--- src/design/stb_pkg.sv ---
// ----------------------------------------------------------------------------
// Timer bank package
// Shared constants, operation and status codes, and controller/datapath
// command and status bundles.
// ----------------------------------------------------------------------------
package stb_pkg;

   localparam int NUM_TIMERS = 32;
   localparam int IDX_W      = (NUM_TIMERS > 1) ? $clog2(NUM_TIMERS) : 1;

   localparam int OP_W   = 3;
   localparam int ID_W   = 5;
   localparam int DUR_W  = 31;
   localparam int REM_W  = 32;
   localparam int STAT_W = 2;

   localparam logic [OP_W-1:0] OP_CREATE = 3'd0;
   localparam logic [OP_W-1:0] OP_START  = 3'd1;
   localparam logic [OP_W-1:0] OP_STOP   = 3'd2;
   localparam logic [OP_W-1:0] OP_DELETE = 3'd3;
   localparam logic [OP_W-1:0] OP_TICK   = 3'd4;

   localparam logic [STAT_W-1:0] ST_OK     = 2'd0;
   localparam logic [STAT_W-1:0] ST_EMPTY  = 2'd1;
   localparam logic [STAT_W-1:0] ST_NOSLOT = 2'd2;

   // controller -> datapath
   typedef struct packed {
      logic accept_ctrl;   // take a create/start/stop/delete/other transaction
      logic accept_tick;   // take a tick transaction, begin the slot scan
      logic scan_step;     // retire the slot under scan and advance
      logic emit_final;    // load the end-of-tick result
   } ctrl_cmd_type;

   // datapath -> controller
   typedef struct packed {
      logic out_free;       // output register can take a result this cycle
      logic slot_expiring;  // slot under scan reports an expiry
      logic scan_last;      // slot under scan is the highest one
   } dp_status_type;

endpackage

--- src/design/stb_req_if.sv ---
// ----------------------------------------------------------------------------
// Timer bank request channel
// Valid/ready channel carrying one command transaction.
// ----------------------------------------------------------------------------
interface stb_req_if
   import stb_pkg::*;
();
   logic              valid;
   logic              ready;
   logic [OP_W-1:0]   op;
   logic [ID_W-1:0]   timer_id;
   logic              periodic;
   logic [DUR_W-1:0]  duration;
   logic [DUR_W-1:0]  elapsed;

   modport source (output valid, op, timer_id, periodic, duration, elapsed,
                   input ready);
   modport sink   (input valid, op, timer_id, periodic, duration, elapsed,
                   output ready);
endinterface

--- src/design/stb_rsp_if.sv ---
// ----------------------------------------------------------------------------
// Timer bank response channel
// Valid/ready channel carrying one result transaction.
// ----------------------------------------------------------------------------
interface stb_rsp_if
   import stb_pkg::*;
();
   logic              valid;
   logic              ready;
   logic [ID_W-1:0]   slot;
   logic [STAT_W-1:0] status;
   logic              expired;
   logic              last;

   modport source (output valid, slot, status, expired, last, input ready);
   modport sink   (input valid, slot, status, expired, last, output ready);
endinterface

--- src/design/stb_ctrl.sv ---
// ----------------------------------------------------------------------------
// Timer bank controller
// Sequences command transactions and the per-slot tick scan.
// ----------------------------------------------------------------------------
module stb_ctrl
   import stb_pkg::*;
(
   input  logic            clock,
   input  logic            reset,
   input  logic            req_valid,
   input  logic [OP_W-1:0] req_op,
   output logic            req_ready,
   input  dp_status_type   status,
   output ctrl_cmd_type    cmd
);

   localparam logic [1:0] ST_IDLE  = 2'd0;
   localparam logic [1:0] ST_SCAN  = 2'd1;
   localparam logic [1:0] ST_FINAL = 2'd2;

   logic [1:0] state_ff, state_in;
   logic       accept;

   assign req_ready = (state_ff == ST_IDLE) && status.out_free;
   assign accept    = req_valid && req_ready;

   always_comb begin
      state_in         = state_ff;
      cmd              = '0;
      case (state_ff)
         ST_IDLE: begin
            if (accept) begin
               if (req_op == OP_TICK) begin
                  cmd.accept_tick = 1'b1;
                  state_in        = ST_SCAN;
               end else begin
                  cmd.accept_ctrl = 1'b1;
               end
            end
         end
         ST_SCAN: begin
            // hold the slot while its expiry cannot be delivered
            cmd.scan_step = !(status.slot_expiring && !status.out_free);
            if (cmd.scan_step && status.scan_last) begin
               state_in = ST_FINAL;
            end
         end
         ST_FINAL: begin
            if (status.out_free) begin
               cmd.emit_final = 1'b1;
               state_in       = ST_IDLE;
            end
         end
         default: begin
            state_in = ST_IDLE;
         end
      endcase
   end

   always_ff @(posedge clock) begin
      if (reset) begin
         state_ff <= ST_IDLE;
      end else begin
         state_ff <= state_in;
      end
   end

endmodule

--- src/design/stb_datapath.sv ---
// ----------------------------------------------------------------------------
// Timer bank datapath
// Slot flags, slot memories, scan counter and the result register.
// ----------------------------------------------------------------------------
module stb_datapath
   import stb_pkg::*;
(
   input  logic              clock,
   input  logic              reset,
   input  ctrl_cmd_type      cmd,
   output dp_status_type     status,
   input  logic [OP_W-1:0]   req_op,
   input  logic [ID_W-1:0]   req_timer_id,
   input  logic              req_periodic,
   input  logic [DUR_W-1:0]  req_duration,
   input  logic [DUR_W-1:0]  req_elapsed,
   output logic              rsp_valid,
   input  logic              rsp_ready,
   output logic [ID_W-1:0]   rsp_slot,
   output logic [STAT_W-1:0] rsp_status,
   output logic              rsp_expired,
   output logic              rsp_last
);

   // per-slot flags; fresh marks a started slot whose remaining time is
   // still the full period
   logic [NUM_TIMERS-1:0] alloc_ff, alloc_in;
   logic [NUM_TIMERS-1:0] run_ff, run_in;
   logic [NUM_TIMERS-1:0] fresh_ff, fresh_in;

   logic              mode_mem   [NUM_TIMERS];
   logic [DUR_W-1:0]  period_mem [NUM_TIMERS];
   logic [REM_W-1:0]  rem_mem    [NUM_TIMERS];
   logic              mode_rd_ff;
   logic [DUR_W-1:0]  period_rd_ff;
   logic [REM_W-1:0]  rem_rd_ff;

   logic [IDX_W-1:0]  idx_ff, idx_in;
   logic [DUR_W-1:0]  el_ff;
   logic [IDX_W-1:0]  rd_addr;

   logic              out_valid_ff, out_valid_in;
   logic [ID_W-1:0]   out_slot_ff, out_slot_in;
   logic [STAT_W-1:0] out_status_ff, out_status_in;
   logic              out_expired_ff, out_expired_in;
   logic              out_last_ff, out_last_in;

   logic              free_found;
   logic [IDX_W-1:0]  free_idx;
   logic              id_ok;
   logic [IDX_W-1:0]  id_idx;
   logic              id_alloc;
   logic              active;
   logic [REM_W-1:0]  eff_rem;
   logic              expiring;
   logic              create_wr;
   logic              rem_wr;
   logic [REM_W-1:0]  rem_wr_data;

   // lowest free slot
   always_comb begin
      free_found = 1'b0;
      free_idx   = '0;
      for (int i = NUM_TIMERS - 1; i >= 0; i--) begin
         if (!alloc_ff[i]) begin
            free_found = 1'b1;
            free_idx   = IDX_W'(i);
         end
      end
   end

   assign id_ok    = 32'(req_timer_id) < NUM_TIMERS;
   assign id_idx   = IDX_W'(req_timer_id);
   assign id_alloc = id_ok && alloc_ff[id_idx];

   // slot under scan
   assign active   = alloc_ff[idx_ff] && run_ff[idx_ff];
   assign eff_rem  = fresh_ff[idx_ff] ? {1'b0, period_rd_ff} : rem_rd_ff;
   assign expiring = active && eff_rem[REM_W-1];

   assign status.out_free      = !out_valid_ff || rsp_ready;
   assign status.slot_expiring = expiring;
   assign status.scan_last     = idx_ff == IDX_W'(NUM_TIMERS - 1);

   assign create_wr   = cmd.accept_ctrl && (req_op == OP_CREATE) && free_found;
   assign rem_wr      = cmd.scan_step && active && !(expiring && !mode_rd_ff);
   assign rem_wr_data = expiring ? {1'b0, period_rd_ff}
                                 : eff_rem - {1'b0, el_ff};

   // read slot 0 on a tick, re-read on a stall, else prefetch the next
   always_comb begin
      if (cmd.accept_tick) begin
         rd_addr = '0;
      end else if (cmd.scan_step) begin
         rd_addr = idx_ff + 1'b1;
      end else begin
         rd_addr = idx_ff;
      end
   end

   always_comb begin
      alloc_in = alloc_ff;
      run_in   = run_ff;
      fresh_in = fresh_ff;
      idx_in   = idx_ff;
      if (cmd.accept_ctrl) begin
         case (req_op)
            OP_CREATE: begin
               if (free_found) begin
                  alloc_in[free_idx] = 1'b1;
                  run_in[free_idx]   = 1'b0;
               end
            end
            OP_START: begin
               if (id_alloc) begin
                  run_in[id_idx]   = 1'b1;
                  fresh_in[id_idx] = 1'b1;
               end
            end
            OP_STOP: begin
               if (id_alloc) begin
                  run_in[id_idx] = 1'b0;
               end
            end
            OP_DELETE: begin
               if (id_alloc) begin
                  alloc_in[id_idx] = 1'b0;
                  run_in[id_idx]   = 1'b0;
               end
            end
            default: begin
            end
         endcase
      end
      if (cmd.accept_tick) begin
         idx_in = '0;
      end
      if (cmd.scan_step) begin
         idx_in = idx_ff + 1'b1;
         if (active) begin
            fresh_in[idx_ff] = 1'b0;
            if (expiring && !mode_rd_ff) begin
               run_in[idx_ff] = 1'b0;
            end
         end
      end
   end

   always_comb begin
      out_valid_in   = out_valid_ff;
      out_slot_in    = out_slot_ff;
      out_status_in  = out_status_ff;
      out_expired_in = out_expired_ff;
      out_last_in    = out_last_ff;
      if (rsp_ready) begin
         out_valid_in = 1'b0;
      end
      if (cmd.accept_ctrl) begin
         out_valid_in   = 1'b1;
         out_expired_in = 1'b0;
         out_last_in    = 1'b1;
         case (req_op)
            OP_CREATE: begin
               out_slot_in   = free_found ? ID_W'(free_idx) : '0;
               out_status_in = free_found ? ST_OK : ST_EMPTY;
            end
            OP_START, OP_STOP, OP_DELETE: begin
               out_slot_in   = req_timer_id;
               out_status_in = id_alloc ? ST_OK : ST_NOSLOT;
            end
            default: begin
               out_slot_in   = '0;
               out_status_in = ST_OK;
            end
         endcase
      end else if (cmd.scan_step && expiring) begin
         out_valid_in   = 1'b1;
         out_slot_in    = ID_W'(idx_ff);
         out_status_in  = ST_OK;
         out_expired_in = 1'b1;
         out_last_in    = 1'b0;
      end else if (cmd.emit_final) begin
         out_valid_in   = 1'b1;
         out_slot_in    = '0;
         out_status_in  = ST_OK;
         out_expired_in = 1'b0;
         out_last_in    = 1'b1;
      end
   end

   always_ff @(posedge clock) begin
      if (reset) begin
         alloc_ff     <= '0;
         run_ff       <= '0;
         fresh_ff     <= '0;
         idx_ff       <= '0;
         out_valid_ff <= 1'b0;
      end else begin
         alloc_ff     <= alloc_in;
         run_ff       <= run_in;
         fresh_ff     <= fresh_in;
         idx_ff       <= idx_in;
         out_valid_ff <= out_valid_in;
      end
   end

   always_ff @(posedge clock) begin
      out_slot_ff    <= out_slot_in;
      out_status_ff  <= out_status_in;
      out_expired_ff <= out_expired_in;
      out_last_ff    <= out_last_in;
      if (cmd.accept_tick) begin
         el_ff <= req_elapsed;
      end
   end

   // mode and period memories: written on create
   always_ff @(posedge clock) begin
      if (create_wr) begin
         mode_mem[free_idx]   <= req_periodic;
         period_mem[free_idx] <= req_duration;
      end
      mode_rd_ff   <= mode_mem[rd_addr];
      period_rd_ff <= period_mem[rd_addr];
   end

   // remaining-time memory: written during the scan
   always_ff @(posedge clock) begin
      if (rem_wr) begin
         rem_mem[idx_ff] <= rem_wr_data;
      end
      rem_rd_ff <= rem_mem[rd_addr];
   end

   assign rsp_valid   = out_valid_ff;
   assign rsp_slot    = out_slot_ff;
   assign rsp_status  = out_status_ff;
   assign rsp_expired = out_expired_ff;
   assign rsp_last    = out_last_ff;

endmodule

--- src/design/software_timer_bank_unit.sv ---
// ----------------------------------------------------------------------------
// Software timer bank unit
// Bank of one-shot and periodic timer slots driven by command transactions.
// ----------------------------------------------------------------------------
// Usage:
//   req_ch carries one command transaction: create, start, stop, delete or
//   tick. rsp_ch returns the results; the final result of every command has
//   last set.
//   Create, start, stop, delete and unused codes give one result, registered
//   on the cycle after acceptance.
//   A tick scans every slot through the slot memories, one slot a cycle
//   unless the receiver stalls on an expiring slot. The tick is accepted,
//   each slot is scanned in turn, then the end-of-tick result is loaded.
//   Each expiring slot adds one result before the final one. The next
//   command is taken only once the tick is done.
//   The result register is freed in the cycle the receiver takes it, so a
//   new command is accepted while a result is being handed over.
//   If the receiver stalls, the scan holds on an expiring slot and no new
//   command is accepted while the result register is full.
//   Reset frees every slot and empties the result register; mode, period
//   and remaining-time memories need no clearing.
// ----------------------------------------------------------------------------
module software_timer_bank_unit
   import stb_pkg::*;
(
   input  logic   clock,
   input  logic   reset,
   stb_req_if.sink   req_ch,
   stb_rsp_if.source rsp_ch
);

   ctrl_cmd_type  cmd;
   dp_status_type status;

   // sequencing: accepts transactions and steps the tick scan
   stb_ctrl u_ctrl (
      .clock     (clock),
      .reset     (reset),
      .req_valid (req_ch.valid),
      .req_op    (req_ch.op),
      .req_ready (req_ch.ready),
      .status    (status),
      .cmd       (cmd)
   );

   // slot state, memories and the result register
   stb_datapath u_datapath (
      .clock        (clock),
      .reset        (reset),
      .cmd          (cmd),
      .status       (status),
      .req_op       (req_ch.op),
      .req_timer_id (req_ch.timer_id),
      .req_periodic (req_ch.periodic),
      .req_duration (req_ch.duration),
      .req_elapsed  (req_ch.elapsed),
      .rsp_valid    (rsp_ch.valid),
      .rsp_ready    (rsp_ch.ready),
      .rsp_slot     (rsp_ch.slot),
      .rsp_status   (rsp_ch.status),
      .rsp_expired  (rsp_ch.expired),
      .rsp_last     (rsp_ch.last)
   );

endmodule
--- src/flat_wrapper.sv ---
// flat-port wrapper written by rule: the top's interface ports become plain ports
module software_timer_bank_unit_flat import stb_pkg::*;
  (clock, reset, req_ch_valid, req_ch_op, req_ch_timer_id, req_ch_periodic, req_ch_duration, req_ch_elapsed, req_ch_ready, rsp_ch_valid, rsp_ch_slot, rsp_ch_status, rsp_ch_expired, rsp_ch_last, rsp_ch_ready);
  stb_req_if req_ch_i ();
  stb_rsp_if rsp_ch_i ();
  input  logic clock;
  input  logic reset;
  input wire logic [$bits(req_ch_i.valid)-1:0] req_ch_valid;
  input wire logic [$bits(req_ch_i.op)-1:0] req_ch_op;
  input wire logic [$bits(req_ch_i.timer_id)-1:0] req_ch_timer_id;
  input wire logic [$bits(req_ch_i.periodic)-1:0] req_ch_periodic;
  input wire logic [$bits(req_ch_i.duration)-1:0] req_ch_duration;
  input wire logic [$bits(req_ch_i.elapsed)-1:0] req_ch_elapsed;
  output wire logic [$bits(req_ch_i.ready)-1:0] req_ch_ready;
  output wire logic [$bits(rsp_ch_i.valid)-1:0] rsp_ch_valid;
  output wire logic [$bits(rsp_ch_i.slot)-1:0] rsp_ch_slot;
  output wire logic [$bits(rsp_ch_i.status)-1:0] rsp_ch_status;
  output wire logic [$bits(rsp_ch_i.expired)-1:0] rsp_ch_expired;
  output wire logic [$bits(rsp_ch_i.last)-1:0] rsp_ch_last;
  input wire logic [$bits(rsp_ch_i.ready)-1:0] rsp_ch_ready;
  assign req_ch_i.valid = req_ch_valid;
  assign req_ch_i.op = req_ch_op;
  assign req_ch_i.timer_id = req_ch_timer_id;
  assign req_ch_i.periodic = req_ch_periodic;
  assign req_ch_i.duration = req_ch_duration;
  assign req_ch_i.elapsed = req_ch_elapsed;
  assign req_ch_ready = req_ch_i.ready;
  assign rsp_ch_valid = rsp_ch_i.valid;
  assign rsp_ch_slot = rsp_ch_i.slot;
  assign rsp_ch_status = rsp_ch_i.status;
  assign rsp_ch_expired = rsp_ch_i.expired;
  assign rsp_ch_last = rsp_ch_i.last;
  assign rsp_ch_i.ready = rsp_ch_ready;
  software_timer_bank_unit u_core (.clock(clock), .reset(reset), .req_ch(req_ch_i), .rsp_ch(rsp_ch_i));
endmodule
--- config.mk ---
export PLATFORM = sky130hd
export DESIGN_NAME = software_timer_bank_unit_flat
export DESIGN_NICKNAME = d
export VERILOG_FILES = /design/src/design/stb_pkg.sv /design/src/design/stb_req_if.sv /design/src/design/stb_rsp_if.sv /design/src/design/stb_ctrl.sv /design/src/design/stb_datapath.sv /design/src/design/software_timer_bank_unit.sv /design/src/flat_wrapper.sv
export SDC_FILE = /design/constraint.sdc
export NUM_CORES = 2
export LEC_CHECK = 0
export BUFFER_PORTS_ARGS = -buffer_cell sky130_fd_sc_hd__buf_2
export CELL_PAD_IN_SITES_DETAIL_PLACEMENT = 0
export CELL_PAD_IN_SITES_GLOBAL_PLACEMENT = 1
export CORE_MARGIN = 1.5
export CORE_UTILIZATION = 45
export DETAILED_ROUTE_END_ITERATION = 10
export PLACE_DENSITY_LB_ADDON = 0.25
export SETUP_SLACK_MARGIN = 0.2
export SLEW_MARGIN = 20
export SYNTH_ARGS = -nofsm -noshare
export SYNTH_HDL_FRONTEND = slang
export SYNTH_SLANG_ARGS = --single-unit
--- constraint.sdc ---
create_clock -name clock -period 9.64 [get_ports clock]
set_clock_uncertainty 0.05 [all_clocks]
set_input_delay 0.482 -clock clock [delete_from_list [all_inputs] [get_ports clock]]
set_output_delay 0.482 -clock clock [all_outputs]
set_load 0.005 [all_outputs]
* Yosys cells after proc, flatten, opt, wreduce, memory -nomap -nowiden
Memory sizes are Yosys's and may differ from the RTL's. A register that Yosys moved wholly into a read port is not among the register bits.
Index checks and enable logic that the tools add are counted.
** Storage, ports and cells
- Bits in registers :: 144
- RAM bits :: 2048
- Output and inout port bits :: 11
- Logic and storage cells :: 213
- Memories :: 3
** Memories
- u_core.u_datapath.rem_mem :: words 32, bits a word 32, read ports 1, clocked after memory_dff 1, wr ports 1, line stb_datapath.sv:33 : logic [REM_W-1:0] rem_mem [NUM_TIMERS];
- u_core.u_datapath.period_mem :: words 32, bits a word 31, read ports 1, clocked after memory_dff 1, wr ports 1, line stb_datapath.sv:32 : logic [DUR_W-1:0] period_mem [NUM_TIMERS];
- u_core.u_datapath.mode_mem :: words 32, bits a word 1, read ports 1, clocked after memory_dff 1, wr ports 1, line stb_datapath.sv:31 : logic mode_mem [NUM_TIMERS];
** Operators by class
- $add $sub $neg :: 2
- Magnitude comparators :: 6
- Equal/unequal tests :: 13
- Multiplexer cells :: 135
- Bitwise operators :: 11
- Reduce and logical (&&, ||, !) cells :: 32
** Operators by type and width (count)
- two-way mux 32 bit :: 16
- two-way mux 5 bit :: 40
- AND 32 bit :: 5
- inverter 32 bit :: 3
- OR 32 bit :: 3
- one-hot mux 32 bit (3 select lines) :: 1
- one-hot mux 32 bit (2 select lines) :: 1
- two-way mux 1 bit :: 57
- subtractor 32 x 31 -> 32 bit :: 1
- binary-select mux 1 bit (select 5 bit) :: 4
- two-way mux 2 bit :: 10
- less-than comparator 5 x 6 -> 1 bit, second input constant :: 3
- demux 1 bit (select 5 bit) :: 3
- >= comparator 5 x 1 -> 1 bit, second input constant :: 3
- logical AND 1 bit :: 15
- != test 2 bit, second input constant :: 5
- one-hot mux 5 bit (2 select lines) :: 1
- AND reduction 4 bit :: 2
- equality test 3 x 2 -> 1 bit, second input constant :: 2
- one-hot mux 2 bit (3 select lines) :: 1
- nonzero test 2 bit :: 3
- adder 5 x 1 -> 5 bit, second input constant :: 1
- equality test 5 bit, second input constant :: 1
- zero test 1 bit :: 5
- 13 further kinds :: 13

* Longest topological paths before layout
- Depth after elaboration :: 45
- Gate-level depth with buffers :: 22
- Gate-level depth less buffers :: 19

* Modules after synthesis
Synthesis repeated with hierarchy kept, for this count alone.
** Unflattened totals
- Cell total of the unflattened synthesis :: 5084
- Area total of the unflattened synthesis :: 90133.9 um^2
** By module, submodules not included
- stb_datapath :: instances 1, cells each 5068, area each 89986.3 um^2, seq. area each 66003.3 um^2
- stb_ctrl :: instances 1, cells each 16, area each 147.6 um^2, seq. area each 40.0 um^2

* Worst setup path before layout
No wires, ideal clock.
- Path type :: register to register
- Start :: register u_core.u_datapath.idx_ff[1]
- End :: memory u_core.u_datapath.rem_mem[0][29] (data pin)
- Arrival :: 6.496 ns
- Required time :: 9.136 ns
- Setup slack :: 2.640 ns
- Cell stages (with the launch flop) :: 21
- Path buffers :: 3
- Clock period less this slack :: 7.000 ns
- Cell sequence :: dfxtp_1 buf_2 buf_6 mux2i_1 o22ai_1 or4_1 a222oi_1 clkbuf_1 mux2_2 ha_1 a21o_1 o21ai_1 and3_1 a22oi_1 a41o_1 o211a_1 or4_1 a31oi_1 o21ai_1 xnor2_1 o21ai_0
** Between the ends
- Word-level cells in the longest chain between the ends :: 5
- Elaborated cells on any way between the ends :: 11
** RTL lines
- start, declared :: line stb_datapath.sv:38 : logic [IDX_W-1:0] idx_ff, idx_in;
- start signal, assigned :: line stb_datapath.sv:202 : idx_ff <= idx_in;
- binary-select mux 1 bit (select 5 bit) (on tied branches) :: line stb_datapath.sv:78, stb_datapath.sv:77
- two-way mux 1 bit (on tied branches) :: line stb_datapath.sv:78, stb_datapath.sv:77
- two-way mux 32 bit / logical AND 1 bit (equally long branches) :: line stb_datapath.sv:78, stb_datapath.sv:77
- subtractor 32 x 31 -> 32 bit / logical AND 1 bit (equally long branches) :: line stb_datapath.sv:88, stb_datapath.sv:79
- two-way mux 32 bit (*) :: line stb_datapath.sv:87 : assign rem_wr_data = expiring ? {1'b0, period_rd_ff}
- named net u_core.u_datapath.rem_wr_data[29] :: line stb_datapath.sv:58 : logic [REM_W-1:0] rem_wr_data;
- end, declared :: line stb_datapath.sv:33
The timed path passes the listed nets; every way through them passes the cells marked *. The select of a mux whose other input is x is not followed.

* Final worst setup path
- Start :: register u_core.u_datapath.idx_ff[3]
- End :: memory u_core.u_datapath.rem_mem[30][31] (data pin)
Same word-level chain as after synthesis.

==> results.cfg <==
[clock_network]
clk_latency_ns = 0.90
root_buffer = clkbuf_16
cts-resized-gates = 0
post-cts-setup-buffer-count = 0
cts.sinks = 2256
cts.path.max_buffers = 3
tritoncts = done
cts_inserted_buffers = 225
htreeDepth = 4
clk_pin_slew_worst_paths_ns = 0.07

[drt]
drc = 0
dr.pass1.iters = 6
maxUsedRoutingLayer = met5
wl_met3_mm = 19.23
ant_nets = 0
wl_met2_mm = 133.0
routed_via_density = 6.163
routedWlPerCell_um = 31.20
drt-initial-drc-count = 6529
dr_total_vias = 53410
wl_mm = 270.4
wl_met1_mm = 109.8

[grt]
grt_max_degree = 154
grt_use_total_pct = 26.36
grt_antenna_before_repair = 13
grt_pass1_wl_mm = 381.5
grt_pass1_vias = 51250
grt_overflow = 0

[setup_path]
r2r_start = u_core.u_datapath.idx_ff[3]
reg2reg_slack_ns = 1.33
end_kind = register
crit_required_ns = 10.15
startpoint_type = register
reg2reg_depth = 18
timing.rr.end = u_core.u_datapath.rem_mem[30][31]
crit_type = register to register
path_max_fanout = 32
path_cells = or3b_1 -> o22ai_1 -> or4_1 -> a222oi_1 -> buf_4 -> mux2_2 -> ha_1 -> o21ai_0 -> a21oi_1 -> o31ai_1 -> a22oi_1 -> a41o_1 -> o211a_1 -> or4_1 -> a31oi_1 -> o21ai_1 -> o31ai_1 -> mux2_2
worst-path-buf-inv = 1
cp_slowest_cell = dfxtp_1
worstPathArrival_ns = 8.82
max_stage_delay_ns = 0.92
critical_path.top_delay_family = compound AO/OA/AOI/OAI gates

[placement]
place_congestion = 0.8881
dpl.cell_count = 8189
portBuffers = 85
dp_hpwl_mm = 144.2

[floorplanning]
initial_core_util_pct = 45.38
row_count = 163
core-area_um2 = 197800
die_h_um = 449.7
die_area_um2 = 202200
die_x_um = 449.7
io_pins = 86

[hold_path]
min_path_type = input port to register
holdPathEnd = u_core.u_datapath.period_mem[27][18]
holdPathStages = 1
holdCritStartpoint = req_ch_duration[18]

[final_layout]
multi_input_area_um2 = 22820
final.fill_count = 16240
layout.nets = 5935
fin_cells = 8666
final_common_cell = edfxtp_1
area_delta_synth_final_pct = 13.76
final_cell_mix = 2086 x edfxtp_1, 732 x nand2_1, 335 x a21oi_1
register_area_um2 = 66040
layout-drive-gt1-share_pct = 16.19

[synthesis]
synth_edf_count = 2086
synth_area_um2 = 89780
async_reset_ff_share_pct = 0
syn-num-nets = 5810
syn_inst = 5697
ys_seq_elements = 2256
syn_area_per_cell_um2 = 15.76
ys.flop_type = edfxtp_1
yosys.cell_types.count = 82
ys_seq_area_share_pct = 73.56
yosysWarnings = 0

[power_and_ir_drop]
leakage_nw = 31.13
powerDensity_nw_per_um2 = 198.4
ir_drop_mv = 0.2100

[sta]
clock.fmax_mhz = 120.4
finalSetupViolCount = 0
tightest_slew_ns = 1.185
max_slew_margin_pct = 20.73
fin_tns_setup_ns = 0
fin_crit_ns = 8.307
rsz0062_at_grt = no
finalMaxSlewViolations = 0
finalHoldViolations = 0
fin_crit_sh_pct = 86.17

[status]
status = complete, no violations

[run]
drv_cap = 0
repair_timing:
action / 4_1_cts / 5_1_grt
hold buffers: 45 / 0
setup endpoints to repair: 0 / 0
hold endpoints to repair: 258 / 0
layer usage:
layer  vias up  global-route usage, %
met5         -                      0
met4         2                  8.583
met3       415                  3.461
met2      2290                  43.70
met1     27960                  36.13
li1      22750                      -
through the flow:
stage | cell area, um^2 | total power, mW | setup WS (ns) | hold slack, ns | util (%)
final | 102100 | 20.26 | 1.333 | 0.04618 | 51.63
after global placement | 93760 | 11.43 | 1.497 | 0.4303 | 47.40
after detailed placement | 93870 | 11.45 | 1.483 | 0.4310 | 47.45
after floorplan | 89780 | 11.21 | 2.640 | 0.4118 | -
after global routing | 102100 | 20.75 | 1.077 | 0.04451 | 51.63
after CTS | 102000 | 20.36 | 1.463 | 0.001166 | 51.54
registers in the layout (all words and copies together) (netlist names), 2 cells and up:
name / flops
u_core.u_datapath.alloc_ff: 32
u_core.u_datapath.period_rd_ff: 31
u_core.u_datapath.rem_mem: 1024
u_core.u_ctrl.state_ff: 2
u_core.u_datapath.rsp_slot: 5
u_core.u_datapath.idx_ff: 5
u_core.u_datapath.mode_mem: 32
u_core.u_datapath.period_mem: 992
u_core.u_datapath.rsp_status: 2
u_core.u_datapath.el_ff: 31
u_core.u_datapath.run_ff: 32
u_core.u_datapath.rem_rd_ff: 32
u_core.u_datapath.fresh_ff: 32
synth_stat cells, types with 15 or more instances:
master | count | area (um^2)
nand2b_1 | 20 | 125.1
a211oi_1 | 40 | 300.3
inv_1 | 54 | 202.7
edfxtp_1 | 2086 | 62640
a22oi_1 | 131 | 983.4
mux2_2 | 38 | 427.9
buf_2 | 90 | 450.4
o31ai_1 | 21 | 157.7
o211ai_1 | 81 | 608.1
nor3_1 | 63 | 315.3
o21ai_0 | 182 | 910.9
a21oi_1 | 348 | 1742
o2bb2ai_1 | 49 | 429.2
ha_1 | 37 | 462.9
buf_1 | 26 | 97.59
mux2i_1 | 246 | 2462
buf_4 | 33 | 247.7
a221oi_1 | 119 | 1042
a32oi_1 | 17 | 148.9
nand2_1 | 733 | 2751
mux4_2 | 222 | 5000
nor2_1 | 154 | 578.1
nand3_1 | 189 | 945.9
dfxtp_1 | 170 | 3403
a31oi_1 | 83 | 519.3
a311o_1 | 15 | 150.1
clkbuf_1 | 219 | 822.0
report_power, final:
| group | internal [mW] | total [mW] | leakage [nW] | switching (mW) |
|---|---|---|---|---|
| sequential | 10.8 | 10.8 | 20.1 | 0.0323 |
| clock | 5.18 | 8.99 | 3.73 | 3.81 |
| combinational | 0.116 | 0.463 | 7.26 | 0.348 |
| total | 16.1 | 20.3 | 31.1 | 4.19 |
cell type report:
cell class | instances | share of cell area (%)
sequential | 2256 | 64.67
clock inverter | 145 | 1.552
timing repair buffer | 270 | 2.072
inverter | 54 | 0.1985
tap | 2640 | 3.234
antenna | 2 | 0.004900
clock buffer | 284 | 5.928
multi-input combinational | 3015 | 22.35
kinds of logic after synthesis:
family	Yosys count	synth area share, %
flops	2256	73.56
compound gates	1189	8.769
xor+xnor	28	0.2732
mux	507	8.801
simple gates	1253	5.976
fa+ha+maj	38	0.5380
buf+inv	426	2.078
worst max-delay path by stage:
| stage | startpoint | to | slack, ns | cells after the start |
|---|---|---|---|---|
| floorplan | u_core.u_datapath.idx_ff[1] | u_core.u_datapath.rem_mem[0][29] | 2.64 | 20 |
| global placement | u_core.u_datapath.idx_ff[2] | u_core.u_datapath.rem_mem[1][31] | 1.50 | 18 |
| detailed placement | u_core.u_datapath.idx_ff[3] | u_core.u_datapath.rem_mem[3][31] | 1.48 | 18 |
| CTS | u_core.u_datapath.idx_ff[3] | u_core.u_datapath.rem_mem[3][31] | 1.46 | 18 |
| global route | u_core.u_datapath.idx_ff[3] | u_core.u_datapath.rem_mem[3][31] | 1.08 | 18 |
| finish | u_core.u_datapath.idx_ff[3] | u_core.u_datapath.rem_mem[30][31] | 1.33 | 18 |
No activity file was read; power rests on OpenSTA's default activity.
